**config.mk**
```make
export PLATFORM = sky130hd
export DESIGN_NAME = rc4_keystream_generator_core
export DESIGN_NICKNAME = d
export VERILOG_FILES = /design/src/hdl/rc4kg_pkg.sv /design/src/hdl/rc4_keystream_generator_core.sv /design/src/hdl/rc4kg_perm_ram.sv /design/src/hdl/rc4kg_seq.sv
export VERILOG_INCLUDE_DIRS = /design/src /design/src/hdl
export SDC_FILE = /design/constraint.sdc
export NUM_CORES = 2
export LEC_CHECK = 0
export BUFFER_PORTS_ARGS = -buffer_cell sky130_fd_sc_hd__buf_2
export CAP_MARGIN = 10
export CORE_AREA = 3 3 376 415
export DETAILED_ROUTE_END_ITERATION = 16
export DIE_AREA = 0 0 379 418
export MAX_ROUTING_LAYER = met4
export PLACE_DENSITY = 0.76
export SYNTH_ARGS = -nofsm -noshare
export SYNTH_HDL_FRONTEND = slang
export SYNTH_HIERARCHICAL = 1
export SYNTH_SLANG_ARGS = --single-unit
```
**constraint.sdc**
```tcl
create_clock -name clk -period 6.75 [get_ports clk]
set_clock_uncertainty 0.1 [all_clocks]
set_input_delay 1.0125 -clock clk [delete_from_list [all_inputs] [get_ports clk]]
set_output_delay 1.0125 -clock clk [all_outputs]
set_load 0.01 [all_outputs]
```
**src/hdl/rc4_keystream_generator_core_macros.svh**
```systemverilog
// assertion helpers, expect clk and rst_n in scope
`ifndef RC4_KEYSTREAM_GENERATOR_CORE_MACROS_SVH
`define RC4_KEYSTREAM_GENERATOR_CORE_MACROS_SVH

// same-cycle implication
`define RC4KG_ASSERT_IMPL(lbl, ante, cons) \
    lbl: assert property (@(posedge clk) disable iff (!rst_n) (ante) |-> (cons)) \
        else $error("rc4kg assertion failed");

// next-cycle implication
`define RC4KG_ASSERT_NEXT(lbl, ante, cons) \
    lbl: assert property (@(posedge clk) disable iff (!rst_n) (ante) |=> (cons)) \
        else $error("rc4kg assertion failed");

`endif

```
**src/hdl/rc4kg_pkg.sv**
```systemverilog
`timescale 1ns / 1ps
`default_nettype none

package rc4kg_pkg;

    localparam int KEY_WORDS   = 4;
    localparam int KEY_IDX_W   = 5;
    localparam int CFG_IDX_W   = 2;
    localparam int CFG_DATA_W  = 64;
    localparam int COUNT_W     = 7;
    localparam logic [COUNT_W-1:0] MAX_RUN = 7'd64;
    localparam logic [7:0] LAST_ENTRY = 8'd255;

    localparam logic CMD_RESTART  = 1'b0;
    localparam logic CMD_GENERATE = 1'b1;

    localparam logic [CFG_IDX_W-1:0] REG_KEY_WORD_0 = 2'd0;
    localparam logic [CFG_IDX_W-1:0] REG_KEY_WORD_1 = 2'd1;
    localparam logic [CFG_IDX_W-1:0] REG_KEY_WORD_2 = 2'd2;
    localparam logic [CFG_IDX_W-1:0] REG_KEY_WORD_3 = 2'd3;

    typedef struct packed {
        logic               cmd;
        logic [COUNT_W-1:0] byte_count;
    } in_item_t;

    typedef struct packed {
        logic [7:0] keystream_byte;
        logic       last;
    } out_item_t;

    typedef struct packed {
        logic       we;
        logic [7:0] waddr;
        logic [7:0] wdata;
        logic [7:0] raddr;
    } mem_req_t;

    typedef enum logic [3:0] {
        ST_CLEAR,
        ST_IDLE,
        ST_KS_RD_N,
        ST_KS_RD_J,
        ST_KS_WR_N,
        ST_KS_WR_J,
        ST_GEN_RD_I,
        ST_GEN_RD_J,
        ST_GEN_SWAP,
        ST_GEN_OUT
    } state_t;

endpackage

`default_nettype wire

```
**src/hdl/rc4_keystream_generator_core.sv**
```systemverilog
`timescale 1ns / 1ps
`default_nettype none
// generate: each keystream byte runs these steps on the permutation ram, one read and one write port
//   (read S[i], read S[j], swap write plus read S[t], second swap write); the
//   byte is pushed on the second swap write, which waits while the output register is full
// restart: identity fill of all 256 entries, then the key schedule over every entry
// reset: key words clear to zero, indices to zero; a fill of all 256 entries writes the
//   identity permutation, in_ready stays low meanwhile, config writes still taken

module rc4_keystream_generator_core #(
    parameter int KEY_BYTES = 32
) (
    input  wire logic                                 clk,
    input  wire logic                                 rst_n,
    input  wire logic                                 in_valid,
    output logic                                      in_ready,
    input  wire rc4kg_pkg::in_item_t                  in_data,
    output logic                                      out_valid,
    input  wire logic                                 out_ready,
    output rc4kg_pkg::out_item_t                      out_data,
    input  wire logic                                 cfg_we,
    input  wire logic [rc4kg_pkg::CFG_IDX_W-1:0]      cfg_index,
    input  wire logic [rc4kg_pkg::CFG_DATA_W-1:0]     cfg_wdata
);

    logic [rc4kg_pkg::KEY_WORDS-1:0][7:0][7:0] key_reg;
    logic [rc4kg_pkg::KEY_IDX_W-1:0] key_idx;
    logic [7:0] key_byte;
    logic out_valid_reg, out_valid_next;
    rc4kg_pkg::out_item_t out_data_reg, out_data_next;
    logic out_free;
    logic push;
    rc4kg_pkg::out_item_t push_data;
    rc4kg_pkg::mem_req_t mem_req;
    logic [7:0] mem_rdata;

    always_ff @(posedge clk or negedge rst_n)
    begin
        if (!rst_n)
        begin
            key_reg <= '0;
        end
        else if (cfg_we)
        begin
            unique case (cfg_index)
                rc4kg_pkg::REG_KEY_WORD_0: key_reg[0] <= cfg_wdata;
                rc4kg_pkg::REG_KEY_WORD_1: key_reg[1] <= cfg_wdata;
                rc4kg_pkg::REG_KEY_WORD_2: key_reg[2] <= cfg_wdata;
                rc4kg_pkg::REG_KEY_WORD_3: key_reg[3] <= cfg_wdata;
                default: key_reg <= key_reg;
            endcase
        end
    end

    assign key_byte = key_reg[key_idx[4:3]][key_idx[2:0]];

    // output stage
    assign out_free = !out_valid_reg || out_ready;

    always_comb
    begin
        out_valid_next = out_valid_reg;
        out_data_next  = out_data_reg;
        if (push)
        begin
            out_valid_next = 1'b1;
            out_data_next  = push_data;
        end
        else if (out_ready)
        begin
            out_valid_next = 1'b0;
        end
    end

    always_ff @(posedge clk or negedge rst_n)
    begin
        if (!rst_n)
        begin
            out_valid_reg <= 1'b0;
        end
        else
        begin
            out_valid_reg <= out_valid_next;
        end
    end

    always_ff @(posedge clk)
    begin
        out_data_reg <= out_data_next;
    end

    assign out_valid = out_valid_reg;
    assign out_data  = out_data_reg;

    rc4kg_seq #(
        .KEY_BYTES (KEY_BYTES)
    ) u_seq (
        .clk       (clk),
        .rst_n     (rst_n),
        .in_valid  (in_valid),
        .in_ready  (in_ready),
        .in_data   (in_data),
        .key_byte  (key_byte),
        .key_idx   (key_idx),
        .out_free  (out_free),
        .push      (push),
        .push_data (push_data),
        .mem_req   (mem_req),
        .mem_rdata (mem_rdata)
    );

    rc4kg_perm_ram u_ram (
        .clk   (clk),
        .req   (mem_req),
        .rdata (mem_rdata)
    );

endmodule

`default_nettype wire

```
**src/hdl/rc4kg_perm_ram.sv**
```systemverilog
`timescale 1ns / 1ps
`default_nettype none

module rc4kg_perm_ram (
    input  wire logic              clk,
    input  wire rc4kg_pkg::mem_req_t req,
    output logic [7:0]             rdata
);

    logic [7:0] mem [256];

    always_ff @(posedge clk)
    begin
        if (req.we)
        begin
            mem[req.waddr] <= req.wdata;
        end
    end

    always_ff @(posedge clk)
    begin
        rdata <= mem[req.raddr];
    end

endmodule

`default_nettype wire

```
**src/hdl/rc4kg_seq.sv**
```systemverilog
`timescale 1ns / 1ps
`default_nettype none

`include "rc4_keystream_generator_core_macros.svh"

module rc4kg_seq #(
    parameter int KEY_BYTES = 32
) (
    input  wire logic                                clk,
    input  wire logic                                rst_n,
    input  wire logic                                in_valid,
    output logic                                     in_ready,
    input  wire rc4kg_pkg::in_item_t                 in_data,
    input  wire logic [7:0]                          key_byte,
    output logic [rc4kg_pkg::KEY_IDX_W-1:0]          key_idx,
    input  wire logic                                out_free,
    output logic                                     push,
    output rc4kg_pkg::out_item_t                     push_data,
    output rc4kg_pkg::mem_req_t                      mem_req,
    input  wire logic [7:0]                          mem_rdata
);

    localparam logic [rc4kg_pkg::KEY_IDX_W-1:0] KIDX_LAST =
        rc4kg_pkg::KEY_IDX_W'(KEY_BYTES - 1);

    rc4kg_pkg::state_t state_reg, state_next;

    logic [7:0] n_reg, n_next;
    logic [rc4kg_pkg::KEY_IDX_W-1:0] kidx_reg, kidx_next;
    logic [7:0] i_reg, i_next;
    logic [7:0] j_reg, j_next;
    logic [7:0] a_reg, a_next;
    logic [7:0] b_reg, b_next;
    logic [7:0] t_reg, t_next;
    logic [rc4kg_pkg::COUNT_W-1:0] cnt_reg, cnt_next;
    logic sched_reg, sched_next;

    // shared 8-bit adder
    logic [7:0] add_x, add_y, add_z, add_sum;

    assign add_sum = add_x + add_y + add_z;
    assign key_idx = kidx_reg;

    always_ff @(posedge clk or negedge rst_n)
    begin
        if (!rst_n)
        begin
            state_reg <= rc4kg_pkg::ST_CLEAR;
            n_reg     <= '0;
            kidx_reg  <= '0;
            i_reg     <= '0;
            j_reg     <= '0;
            cnt_reg   <= '0;
            sched_reg <= 1'b0;
        end
        else
        begin
            state_reg <= state_next;
            n_reg     <= n_next;
            kidx_reg  <= kidx_next;
            i_reg     <= i_next;
            j_reg     <= j_next;
            cnt_reg   <= cnt_next;
            sched_reg <= sched_next;
        end
    end

    always_ff @(posedge clk)
    begin
        a_reg <= a_next;
        b_reg <= b_next;
        t_reg <= t_next;
    end

    always_comb
    begin
        state_next = state_reg;
        n_next     = n_reg;
        kidx_next  = kidx_reg;
        i_next     = i_reg;
        j_next     = j_reg;
        a_next     = a_reg;
        b_next     = b_reg;
        t_next     = t_reg;
        cnt_next   = cnt_reg;
        sched_next = sched_reg;
        add_x      = '0;
        add_y      = '0;
        add_z      = '0;
        in_ready   = 1'b0;
        push       = 1'b0;
        push_data.last = (cnt_reg == rc4kg_pkg::COUNT_W'(1));
        // later entries win: j over i, i over memory
        if (t_reg == j_reg)
        begin
            push_data.keystream_byte = a_reg;
        end
        else if (t_reg == i_reg)
        begin
            push_data.keystream_byte = b_reg;
        end
        else
        begin
            push_data.keystream_byte = mem_rdata;
        end
        mem_req.we    = 1'b0;
        mem_req.waddr = n_reg;
        mem_req.wdata = n_reg;
        mem_req.raddr = n_reg;

        unique case (state_reg)
            rc4kg_pkg::ST_CLEAR:
            begin
                mem_req.we = 1'b1;
                n_next     = n_reg + 8'd1;
                kidx_next  = '0;
                j_next     = '0;
                if (n_reg == rc4kg_pkg::LAST_ENTRY)
                begin
                    state_next = sched_reg ? rc4kg_pkg::ST_KS_RD_N : rc4kg_pkg::ST_IDLE;
                end
            end
            rc4kg_pkg::ST_IDLE:
            begin
                in_ready = 1'b1;
                if (in_valid)
                begin
                    if (in_data.cmd == rc4kg_pkg::CMD_RESTART)
                    begin
                        sched_next = 1'b1;
                        n_next     = '0;
                        state_next = rc4kg_pkg::ST_CLEAR;
                    end
                    else if (in_data.byte_count != '0)
                    begin
                        cnt_next = (in_data.byte_count > rc4kg_pkg::MAX_RUN) ?
                                   rc4kg_pkg::MAX_RUN : in_data.byte_count;
                        state_next = rc4kg_pkg::ST_GEN_RD_I;
                    end
                end
            end
            rc4kg_pkg::ST_KS_RD_N:
            begin
                state_next = rc4kg_pkg::ST_KS_RD_J;
            end
            rc4kg_pkg::ST_KS_RD_J:
            begin
                add_x         = j_reg;
                add_y         = mem_rdata;
                add_z         = key_byte;
                a_next        = mem_rdata;
                j_next        = add_sum;
                mem_req.raddr = add_sum;
                state_next    = rc4kg_pkg::ST_KS_WR_N;
            end
            rc4kg_pkg::ST_KS_WR_N:
            begin
                mem_req.we    = 1'b1;
                mem_req.wdata = mem_rdata;
                state_next    = rc4kg_pkg::ST_KS_WR_J;
            end
            rc4kg_pkg::ST_KS_WR_J:
            begin
                mem_req.we    = 1'b1;
                mem_req.waddr = j_reg;
                mem_req.wdata = a_reg;
                n_next        = n_reg + 8'd1;
                kidx_next     = (kidx_reg == KIDX_LAST) ? '0 : kidx_reg + 1'b1;
                if (n_reg == rc4kg_pkg::LAST_ENTRY)
                begin
                    i_next     = '0;
                    j_next     = '0;
                    sched_next = 1'b0;
                    state_next = rc4kg_pkg::ST_IDLE;
                end
                else
                begin
                    state_next = rc4kg_pkg::ST_KS_RD_N;
                end
            end
            rc4kg_pkg::ST_GEN_RD_I:
            begin
                add_x         = i_reg;
                add_y         = 8'd1;
                i_next        = add_sum;
                mem_req.raddr = add_sum;
                state_next    = rc4kg_pkg::ST_GEN_RD_J;
            end
            rc4kg_pkg::ST_GEN_RD_J:
            begin
                add_x         = j_reg;
                add_y         = mem_rdata;
                a_next        = mem_rdata;
                j_next        = add_sum;
                mem_req.raddr = add_sum;
                state_next    = rc4kg_pkg::ST_GEN_SWAP;
            end
            rc4kg_pkg::ST_GEN_SWAP:
            begin
                add_x         = a_reg;
                add_y         = mem_rdata;
                b_next        = mem_rdata;
                t_next        = add_sum;
                mem_req.we    = 1'b1;
                mem_req.waddr = i_reg;
                mem_req.wdata = mem_rdata;
                mem_req.raddr = add_sum;
                state_next    = rc4kg_pkg::ST_GEN_OUT;
            end
            rc4kg_pkg::ST_GEN_OUT:
            begin
                // write repeats harmlessly while the output stage is full
                mem_req.we    = 1'b1;
                mem_req.waddr = j_reg;
                mem_req.wdata = a_reg;
                mem_req.raddr = t_reg;
                if (out_free)
                begin
                    push     = 1'b1;
                    cnt_next = cnt_reg - 1'b1;
                    state_next = (cnt_reg == rc4kg_pkg::COUNT_W'(1)) ?
                                 rc4kg_pkg::ST_IDLE : rc4kg_pkg::ST_GEN_RD_I;
                end
            end
            default:
            begin
                state_next = rc4kg_pkg::ST_IDLE;
            end
        endcase
    end

    `RC4KG_ASSERT_IMPL(a_push_room, push, out_free && state_reg == rc4kg_pkg::ST_GEN_OUT)
    `RC4KG_ASSERT_IMPL(a_gen_count, state_reg == rc4kg_pkg::ST_GEN_RD_I || state_reg == rc4kg_pkg::ST_GEN_OUT, cnt_reg != '0 && cnt_reg <= rc4kg_pkg::MAX_RUN)
    `RC4KG_ASSERT_NEXT(a_restart_clears, in_valid && in_ready && in_data.cmd == rc4kg_pkg::CMD_RESTART, state_reg == rc4kg_pkg::ST_CLEAR && sched_reg)
    `RC4KG_ASSERT_NEXT(a_last_idles, push && push_data.last, state_reg == rc4kg_pkg::ST_IDLE)
    `RC4KG_ASSERT_IMPL(a_sched_idx, state_reg == rc4kg_pkg::ST_KS_RD_N, kidx_reg <= KIDX_LAST)

endmodule

`default_nettype wire
```
======== Word-level counts from Yosys, hierarchy flattened ========
Memory sizes are Yosys's and may differ from the RTL's. A register that Yosys moved wholly into a read port is not among the register bits.
Cells that the tools add are included.
cells by class
  $add $sub $neg .......................... 5
  $lt $le $gt $ge ......................... 3
  equal/unequal tests ..................... 25
  mux-type cells .......................... 47
  reductions and logical operators ........ 29
operator list
  operator               count
  $bmux W64 S2           1
  $pmux W8 S2            6
  $mux W64               1
  $mux W8                7
  $pmux W8 S3            2
  $pmux W4 S10           1
  $mux W7                5
  $bmux W8 S3            1
  $mux W4                5
  $add A8 B8 Y8          2
  $eq A4 B3 Y1 const B   4
  $eq A8 B8 Y1           2
  $pmux W7 S2            1
  $reduce_and A2 Y1      6
  $reduce_bool A2 Y1     6
  $mux W1                11
  $pmux W5 S2            1
  $add A8 B1 Y8 const B  1
  $eq A4 B2 Y1 const B   2
  $eq A4 B4 Y1 const B   2
  $eq A8 B8 Y1 const B   1
  $ne A2 B2 Y1 const B   4
  $reduce_and A4 Y1      2
  $reduce_or A2 Y1       4
  27 further kinds       31
word-level totals
  bits in registers ....................... 331
  RAM bits ................................ 2048
  output and inout bits ................... 11
  logic and storage cells ................. 155
  memories kept ........................... 1
memories
  memory     depth  bits a word  read ports  clocked after Yosys merged registers in  wr ports  line                  source
  u_ram.mem  256    8            1           1                                        1         rc4kg_perm_ram.sv:10  logic [7:0] mem [256];

======== Logic depth before layout (Yosys ltp) ========
  depth after elaboration ................. 7
  gate-level depth with buffers ........... 24
  depth with buffers taken out ............ 20

======== By module ========
Netlist, hierarchy kept.
by module, submodules not included
  module                        times used  cells an instance  area each (sq um)
  rc4kg_perm_ram                1           3733               79556.3
  rc4_keystream_generator_core  1           662                11720.0
  rc4kg_seq                     1           481                4425.5

======== Worst setup path before layout ========
OpenSTA, ideal clock, no wires.
  path type ............................... reg-to-reg
  start ................................... register u_seq.kidx_reg (netlist bit u_seq/key_idx[0])
  end ..................................... register u_ram.rdata[7], read port of u_ram.mem
  setup time .............................. 0.127 ns
  arrival ................................. 5.439 ns
  required time ........................... 6.523 ns
  path slack .............................. 1.084 ns
  stages on the path, launching flop included .. 25
  period minus slack after synthesis ...... 5.666 ns
  cell sequence ........................... dfrtp_1 > clkbuf_1 > buf_1 > mux4_2 > mux4_2 > mux2_2 > nand2_1 > fa_1 > inv_1 > ha_1 > inv_1 > fa_1 > nor2b_1 > o31a_1 > o22ai_1 > xnor3_1 > o21ai_1 > buf_4 > nor3b_1 > clkbuf_1 > o221ai_1 > nand2_1 > a21oi_1 > nor4_1 > nor4_1
RTL lines
  what                    line                 source
  from (decl)             rc4kg_seq.sv:29      logic [rc4kg_pkg::KEY_IDX_W-1:0] kidx_reg, kidx_next;
  from (signal assigned)  rc4kg_seq.sv:60      kidx_reg <= kidx_next;
  to (decl)               rc4kg_perm_ram.sv:7  output logic [7:0] rdata

==> flow_summary.ini <==
[clock_tree]
htreeDepth = 4
cts_tree = built
cts-buffers-inserted = 218
cts.clk_slew.worst_paths_ns = 0.06
cts_sinks = 2387
holdBufCountCts = 0
clockBufferDepth = 3
clock-root-buffer = clkbuf_16
worstSkewPairLatency_ns = 0.86

[sta]
fmax_mhz = 153
rsz0062_at_grt = no
fin_crit_sh = 0.970
finalHoldWorstSlack_ns = 0.141
layout_min_cycle_time_ns = 6.54
relSlewSlack = 0.0901
slew_viol_final = 0
setup_viol_count_final = 0
worst-slew-pin-transition_ns = 1.36
hold_violations = 0

[power_and_ir_drop]
peakVddDrop_mv = 0.631
combinationalPowerShare = 0.326
p_leak_uw = 0.0352
total_power_uw = 45600
powerDensity_nw_per_um2 = 427
power_switching_uw = 14600
p_int_uw = 31000
p_seq_frac = 0.405
p_clk_frac = 0.269
swShare = 0.320

[placement]
placed_area_um2 = 99400
routabilityCongestion = 0.959
post-dp-hpwl_mm = 146
numPortBuffers = 89

[synth]
synth_seq_cells = 2387
synthesis.nets = 4974
synth_cells = 4876
synth.yosys.seq_area_share = 0.733
synth_cell_types = 86
synthesis.area_um2 = 95700
synth_top_area_frac = 0.653
synth_enable_flop_cells = 2081
syn_area_per_cell_um2 = 19.6
netlist_top_cells_count = edfxtp_1, mux4_2, nor2_1
async_reset_ff_frac = 0.125
synth_ff_type = edfxtp_1
synth_area_leaders = edfxtp_1, mux4_2, dfrtp_1, mux2_2, mux2i_1
synth_most_common_cell = edfxtp_1
yosys_warnings = 6
yosysTopAreaCell = edfxtp_1

[layout]
area_growth_pct = 11.4
design_area_um2 = 107000
nNetsFinal = 5242
largest_reg_flops = 2048
utilization = 0.701
drive_above_1_share = 0.287

[die]
core-area_um2 = 152000
start_util = 0.630
design.die.area_um2 = 158000
die_h_um = 418
num_rows = 150
io-pin-count = 90
fp.dieW_um = 379

[detailed_routing]
drt_iter0_drc = 6466
ant_nets = 0
via_per_inst = 6.91
drc_errors = 0
num_vias = 50500
routedWlPerCell_um = 32.0
wirelength_mm = 234
dr.pass1.iters = 7

[worst_setup_path]
path_class = reg -> reg
crit_required_ns = 7.37
startpoint_type = flip-flop
crit_path_max_incr_delay_ns = 0.61
end_kind = flip-flop
critPathArrivalTime_ns = 7.16
crit_fanout = 43
cp_slowest_cell = dfrtp_4
cp_cell_sequence = buf_12, mux4_2, mux4_2, mux2_2, nand2_1, fa_1, inv_1, ha_1, a21o_1, a21o_1, a21oi_1, o21a_1, o211ai_1, buf_4, nor2_1, nand3_1, nor4_1, buf_4, nor4_1

[grt]
grt_max_degree = 172
gr-total-overflow = 0
grt_usage = 0.311
antenna_found_initial = 13
grt_pass1_wl_mm = 347
grt_pass1_vias = 50700

[run]
drv_cap = 0

[status]
outcome = complete, no violations

[hold_path]
hold_class = in -> async
==> cell type report <==
cell class                      count  area [um^2]
Antenna cell                       12         30.0
Clock inverter                    109         1160
Timing Repair Buffer              350         2840
Multi-Input combinational cell   2148        23900
Fill cell                        8979        45400
Sequential cell                  2387        70100
Inverter                           39          206
Tap cell                         1976         2470
Clock buffer                      291         5960
==> power groups by stage <==
stage	registers, uW	logic, uW	clock network (uW)
2_1_floorplan	18800	9710	0
6_report	18400	14900	12300
3_5_place_dp	18700	14600	0
3_3_place_gp	18700	14400	0
4_1_cts	18400	14800	12400
5_1_grt	18500	15500	13000
==> worst max-delay path, delay by kind of cell (launching register included) <==
kind	cells	cell delay, ns
mux	3	1.34
simple gates	5	1.48
buf+inv	4	0.97
compound gates	5	1.22
flops	1	0.61
fa+ha+maj	2	0.65
==> cells by family after synthesis <==
family                   count (synthesis)  share of synthesized area
AND/OR/NAND/NOR                        628                     0.0306
multiplexers                           944                      0.172
buffers and inverters                  341                     0.0200
flip-flops                            2387                      0.733
AO/OA/AOI/OAI                          535                     0.0391
adder cells (fa/ha/maj)                 19                    0.00311
XOR/XNOR                                22                    0.00230
==> layout by cell type, fill, tap and decap left out, types with 34 or more instances in the layout <==
cell type / n
o21ai_0: 36
clkbuf_16: 223
a21oi_1: 129
edfxtp_1: 2081
clkinv_2: 36
nand3_1: 43
clkbuf_1: 56
mux4_2: 534
mux2_2: 265
buf_4: 228
buf_2: 88
dfrtp_1: 296
a22oi_1: 147
nor2b_1: 34
nor2_1: 308
o221ai_1: 46
mux2i_1: 143
nand2_1: 94
==> per-stage QoR <==
step / setup TNS, ns / setup slack [ns] / std cells
2_1_floorplan: 0 / 1.08 / 4876
3_3_place_gp: -0.271 / -0.153 / 6899
3_5_place_dp: -0.576 / -0.237 / 6899
4_1_cts: 0 / 0.00118 / 7299
5_1_grt: 0 / 0.0119 / 7310
6_report: 0 / 0.205 / 7312
==> layer usage <==
metal / wire, um / GRT usage
met1: 85100 / 0.410
met2: 114000 / 0.479
met3: 22400 / 0.0616
met4: 12200 / 0.137
met5: 0 / -
==> final timing paths <==
check,cells past startpoint,slack (ns),endpoint,startpoint
setup / recovery,19,0.21,u_ram/rdata[1],u_seq/key_idx[4]
hold / removal,1,0.14,key_reg[47],rst_n
setup reg to reg,19,0.21,u_ram/rdata[1],u_seq/key_idx[4]
hold reg to reg,1,0.38,u_seq/cnt_reg[1],u_seq/cnt_reg[1]
max in group asynchronous,2,4.90,u_seq/cnt_reg[4],rst_n
min in group clk,2,0.33,key_reg[239],cfg_wdata[47]
==> what timing repair did <==
item | 4_1_cts | 5_1_grt
setup endpoints to repair | 4 | 8
setup buffers | 0 | 1
endpoints found under the hold margin | 0 | 0
gates cloned | 0 | 0
gates resized for setup | 6 | 8
No activity file was read; power rests on OpenSTA's default activity.
